## src/sv/spcp_mul.sv

```systemverilog
// two stage signed multiplier, second operand split in two halves
`timescale 1ns / 1ps
`default_nettype none
module spcp_mul #(
    parameter int W = 35
) (
    input  wire logic                  clk,
    input  wire logic signed [W-1:0]   x,
    input  wire logic signed [W-1:0]   y,
    output logic signed [2*W-1:0]      p
);

    localparam int LO = (W + 1) / 2;
    localparam int HI = W - LO;

    logic signed [W+LO:0]     plo_reg, plo_next;
    logic signed [W+HI-1:0]   phi_reg, phi_next;
    logic signed [2*W-1:0]    p_reg, p_next;
    logic signed [2*W-1:0]    ext_lo, ext_hi;

    always_comb
    begin
        plo_next = x * $signed({1'b0, y[LO-1:0]});
        phi_next = x * $signed(y[W-1:LO]);
        ext_lo   = (2*W)'(plo_reg);
        ext_hi   = (2*W)'(phi_reg);
        p_next   = (ext_hi <<< LO) + ext_lo;
    end

    always_ff @(posedge clk)
    begin
        plo_reg <= plo_next;
        phi_reg <= phi_next;
        p_reg   <= p_next;
    end

    assign p = p_reg;

endmodule
`default_nettype wire

```

## config.mk

```make
export PLATFORM = sky130hd
export DESIGN_NAME = spcp_mul
export DESIGN_NICKNAME = d
export VERILOG_FILES = /design/src/sv/spcp_mul.sv
export SDC_FILE = /design/constraint.sdc
export NUM_CORES = 2
export LEC_CHECK = 0
export BUFFER_PORTS_ARGS = -buffer_cell sky130_fd_sc_hd__buf_2
export CORE_MARGIN = 1.5
export CORE_UTILIZATION = 30
export CTS_BUF_LIST = sky130_fd_sc_hd__clkbuf_8
export DETAILED_ROUTE_END_ITERATION = 12
export GPL_TIMING_DRIVEN = 0
export PLACE_DENSITY = 0.45
export SYNTH_ARGS = -nofsm -noshare
export SYNTH_HDL_FRONTEND = slang
export SYNTH_SLANG_ARGS = --single-unit
```

## constraint.sdc

```tcl
create_clock -name clk -period 7.9 [get_ports clk]
set_clock_uncertainty 0.2 [all_clocks]
set_input_delay 0.395 -clock clk [delete_from_list [all_inputs] [get_ports clk]]
set_output_delay 0.395 -clock clk [all_outputs]
set_load 0.05 [all_outputs]
```

Word level (Yosys, flattened, before mapping)
Cells that the tools add are included.
{"block": "op_classes", "add_sub_neg": 1, "n_mul": 2}
{"op": "$add A70 B54 Y70", "count": 1}
{"op": "$mul A35 B19 Y54", "count": 1}
{"op": "$mul A35 B17 Y52", "count": 1}
{"block": "totals", "regBits": 176, "out_inout_bits": 70, "elab_cells": 6}

Longest topological paths before layout
{"block": "depth", "depth_word": 1, "depth_mapped": 28}

Worst setup path after synthesis
No wires, ideal clock.
{"block": "synth_path", "kind": "input port to flip-flop", "startpoint": "input y[26]", "endpoint": "register phi_reg[50]", "arrival_time_ns": 6.826, "required_time_ns": 7.628, "setup_slack_ns": 0.802, "cell_stages": 26, "path_buffers": 3, "cell_sequence": "clkbuf_1 -> clkbuf_1 -> nand2_1 -> fa_1 -> inv_1 -> fa_1 -> inv_1 -> fa_1 -> inv_1 -> fa_1 -> fa_1 -> inv_1 -> fa_1 -> inv_1 -> ha_1 -> buf_6 -> a21oi_1 -> a21oi_1 -> or4_1 -> o31a_1 -> a221o_1 -> a31oi_4 -> o31ai_2 -> a41o_1 -> o41ai_2 -> xnor2_1"}
{"block": "synth_via", "elab_chain_cells": 1}
{"element": "start, declared", "line_no": "9", "rtl": "input wire logic signed [W-1:0] y,"}
{"element": "$mul A35 B17 Y52", "line_no": "24", "rtl": "phi_next = x * $signed(y[W-1:LO]);"}
{"element": "net phi_next[50]", "line_no": "17", "rtl": "logic signed [W+HI-1:0] phi_reg, phi_next;"}
{"element": "end signal, assigned", "line_no": "33", "rtl": "phi_reg <= phi_next;"}
{"element": "end, declared", "line_no": "17"}
The timed path passes the listed nets, and every way through them passes these cells.

Worst setup path in the final report
{"block": "layout_path", "startpoint": "input y[15]", "endpoint": "register plo_reg[47]"}
{"block": "layout_via", "elab_chain_cells": 1}
{"element": "$mul A35 B19 Y54", "line_no": "23", "rtl": "plo_next = x * $signed({1'b0, y[LO-1:0]});"}
{"element": "net plo_next[47]", "line_no": "16", "rtl": "logic signed [W+LO:0] plo_reg, plo_next;"}
{"element": "end signal, assigned", "line_no": "32", "rtl": "plo_reg <= plo_next;"}
{"element": "end, declared", "line_no": "16"}
The timed path passes the listed nets, and every way through them passes these cells.

==> summary.md <==
| Metric | Value |
|---|---|
| Outcome | `complete, no violations` |
| Yosys top cell by area | `sky130_fd_sc_hd__fa_1` |
| # Post-CTS Setup Buffers | `0` |
| Area delta synth->final | `8.43%` |
| Share of the clock period used by the worst path | `98.2%` |
| First-pass DRT Iterations | `7` |
| Critical Path Sink Type | `flop` |
| Flip-flop count of the largest register, all copies and words added | `70` |
| Number of distinct library cells after synthesis | `72` |
| Startpoint Class | `input port` |
| List of cells traversed by the critical path | `clkbuf_2 -> clkdlybuf4s15_1 -> nand2_1 -> fa_1 -> inv_1 -> fa_1 -> fa_1 -> fa_1 -> fa_1 -> inv_1 -> fa_1 -> inv_1 -> ha_1 -> or3_1 -> a211oi_1 -> o21ai_1 -> a21oi_1 -> a21oi_1 -> o21a_1 -> a311o_1 -> a311oi_1 -> xnor2_2` |
| Number of design-rule violations left by the first detailed-router iteration | `2351` |
| Yosys synthesis warning count | `0` |
| R2R Path End | `p[68]$_DFF_P_` |
| Top area cells in the synthesized netlist | `sky130_fd_sc_hd__fa_1 48%, sky130_fd_sc_hd__inv_1 10%, sky130_fd_sc_hd__ha_1 7.9%` |
| Register-to-register setup slack | `3.02 ns` |
| Initial cell density of the core | `30.2%` |
| Commonest register cell after synthesis | `sky130_fd_sc_hd__dfxtp_1` |
| Area after detailed placement | `51900 µm²` |
| Number of antenna violations at the first check in global routing | `34` |
| Non-Filler Cell Area, Final | `52600 µm²` |
| Avg Cell Area, Syn | `9.05 µm²` |
| Top fanout value on the critical path | `10` |
| Hold Path Cell Cnt | `3` |
| # rows | `147` |
| Overall routed net length | `176 mm` |
| Placer Congestion | `0.964` |
| Final worst-path setup slack | `0.145 ns` |
| Cell with the most instances after synthesis | `sky130_fd_sc_hd__inv_1` |
| Via total after detailed routing | `36200` |
| Skew-Pair Late Insertion Delay | `0.61 ns` |
| Yosys top cell area share | `48.3%` |
| DRC viols | `0` |
| Synthesized area | `48500 µm²` |
| Number of nets in the synthesized netlist | `6913` |
| Max stage delay on crit path | `0.79 ns` |
| Worst setup slack before clock tree synthesis | `-1.57 ns` |
| Die Y | `405 µm` |
| Async S/R FF share, synth | `0%` |
| Antenna Nets Post-Route | `0` |
| Number of cells traversed by the worst register-to-register path | `13` |
| Final Hold Fails | `0` |
| Number of pins with negative max-slew slack in the final report | `0` |
| Number of setup violations in the final report | `0` |
| Clock tree from TritonCTS | `done` |
| Crit Path Category | `input port to flop` |
| Number of levels in the clock H-tree | `4` |
| Required @ worst endpoint | `8.17 ns` |
| Fin nets | `7052` |
| Overflow left after global routing | `0` |
| Max-Cap Viols | `0` |
| Count of input and output buffers | `119` |
| Via count of the first global-routing pass | `39700` |
| Slowest cell on the critical path | `sky130_fd_sc_hd__clkdlybuf4s15_1` |
| Global-route wire length before repair | `266 mm` |
| Post-DP HPWL | `149 mm` |
| Type of the most critical hold path | `input port to flop` |
| CTS Sinks | `176` |
| Proportion of layout cells with a drive suffix above 1 | `5.42%` |
| Reg clk slew, reported paths | `0.12 ns` |
| Min Hold Slack | `0.118 ns` |
| Share of synthesized area occupied by flip-flops and latches | `7.26%` |
| Post-layout minimum cycle time | `7.75 ns` |
| Final routed wire length divided by cell count | `22.9 µm` |
| Top-level port count | `141` |
| Startpoint of the lowest-slack hold path | `x[1]` |
| Pin count of the biggest net entering global routing | `22` |
| Instance count of the mapped netlist | `5365` |
| Via count normalized by instance count | `4.71` |
| Reg2Reg Launch Point | `phi_reg[0]$_DFF_P_` |
| Overall routing resource usage | `22.3%` |
| Hold worst-path end | `plo_reg[1]$_DFF_P_` |
| Area of the core region | `161000 µm²` |
| Count of state elements after synthesis | `176` |
| Number of flops mapped to enable cells by yosys | `0` |
| Root buf cell | `sky130_fd_sc_hd__clkbuf_8` |
| Width of the die | `405 µm` |
| Number of buffers created by CTS | `17` |
| Crit path top cell by count | `sky130_fd_sc_hd__fa_1` |
| Max Clock Freq | `129 MHz` |
| Fillers | `17100` |
| RSZ-0062 raised after global routing | `false` |
| Worst-Margin Slew | `1.18 ns` |
| Crit path DAT | `8.02 ns` |
| Full die area | `164000 µm²` |
| Post-synth top cells | `1309 x sky130_fd_sc_hd__inv_1, 1172 x sky130_fd_sc_hd__fa_1, 705 x sky130_fd_sc_hd__nand2_1, 569 x sky130_fd_sc_hd__and2_1, 305 x sky130_fd_sc_hd__ha_1` |
| Headroom to the max-slew limit | `21.3%` |
| Worst-case clock buffer depth | `2` |
[metrics by stage]
stage	util, %	cells	TNS [ns]
6_report	32.8	7694	0
5_1_grt	32.8	7680	0
3_3_place_gp	32.3	7644	-55.10
4_1_cts	32.6	7678	0
3_5_place_dp	32.3	7645	-46.10
2_1_floorplan	-	5365	0
[logic make-up (layout without fill, tap and decap cells)]
| logic type | after synthesis | in the layout | share of synthesized area [%] |
|---|---|---|---|
| other | 0 | 17 | 0 |
| AO/OA/AOI/OAI | 453 | 453 | 6.04 |
| buffers and inverters | 1570 | 1722 | 12.2 |
| flip-flops | 176 | 176 | 7.26 |
| adder cells (fa/ha/maj) | 1477 | 1477 | 56.2 |
| AND/OR/NAND/NOR | 1534 | 1534 | 15.5 |
| XOR/XNOR | 155 | 155 | 2.80 |
[worst max-delay path: cells and delay by family]
kind	cells	cell delay [ns]
fa+ha+maj	7	3.42
compound gates	7	2.16
buf+inv	5	1.29
simple gates	2	0.51
xor+xnor	1	0.22
[cell type report]
type	instances	area, µm²	area share [%]
multi-input combinational	3619	39200	74.5
inverter	1309	4910	9.34
sequential	176	3520	6.70
tap	2160	2700	5.14
buffer	260	1180	2.25
timing repair buffer	121	613	1.17
clock buffer	17	234	0.445
clock inverter	15	203	0.385
antenna	17	42.5	0.0808
[per-layer routing]
metal | GRT usage, % | vias to the layer above | share of wire (%)
met5 | 0 | - | 0.053
met4 | 6.90 | 12 | 3.6
met3 | 2.86 | 247 | 5.6
met2 | 37.4 | 1124 | 47
met1 | 29.9 | 18800 | 44
li1 | - | 16000 | -
[worst max-delay path by stage]
stage | from | slack (ns) | end
2_1_floorplan | y[26] | 0.80 | phi_reg[50]$_DFF_P_
3_3_place_gp | y[12] | -2.16 | plo_reg[39]$_DFF_P_
3_5_place_dp | y[29] | -1.57 | phi_reg[44]$_DFF_P_
4_1_cts | y[20] | 0.0001 | phi_reg[44]$_DFF_P_
5_1_grt | x[23] | 0.006 | plo_reg[47]$_DFF_P_
6_report | y[15] | 0.15 | plo_reg[47]$_DFF_P_
[placed cells by master, fill, tap and decap left out, types with 26 or more instances in the layout]
master                     synthesis  layout
sky130_fd_sc_hd__a21o_1           73      73
sky130_fd_sc_hd__a21oi_1         152     152
sky130_fd_sc_hd__and2_1          569     569
sky130_fd_sc_hd__buf_2             2     128
sky130_fd_sc_hd__clkbuf_1        257     129
sky130_fd_sc_hd__clkbuf_2          0     107
sky130_fd_sc_hd__dfxtp_1         176     176
sky130_fd_sc_hd__fa_1           1172    1171
sky130_fd_sc_hd__ha_1            305     305
sky130_fd_sc_hd__inv_1          1309    1309
sky130_fd_sc_hd__nand2_1         705     705
sky130_fd_sc_hd__nand2b_1         26      26
sky130_fd_sc_hd__nand3_1          35      35
sky130_fd_sc_hd__nor2_1          102     102
sky130_fd_sc_hd__o21ai_0          64      64
sky130_fd_sc_hd__xnor2_1         112     110
sky130_fd_sc_hd__xor2_1           43      42
[what timing repair did]
item	in CTS	in global routing
pin swaps	0	2
setup endpoints to repair	37	27
hold endpoints to repair	1	0
resized for setup	64	198
hold buffers	1	0
Power is not shown: default switching activity piles up to over one toggle a cycle in this logic, so the estimate is an artifact.
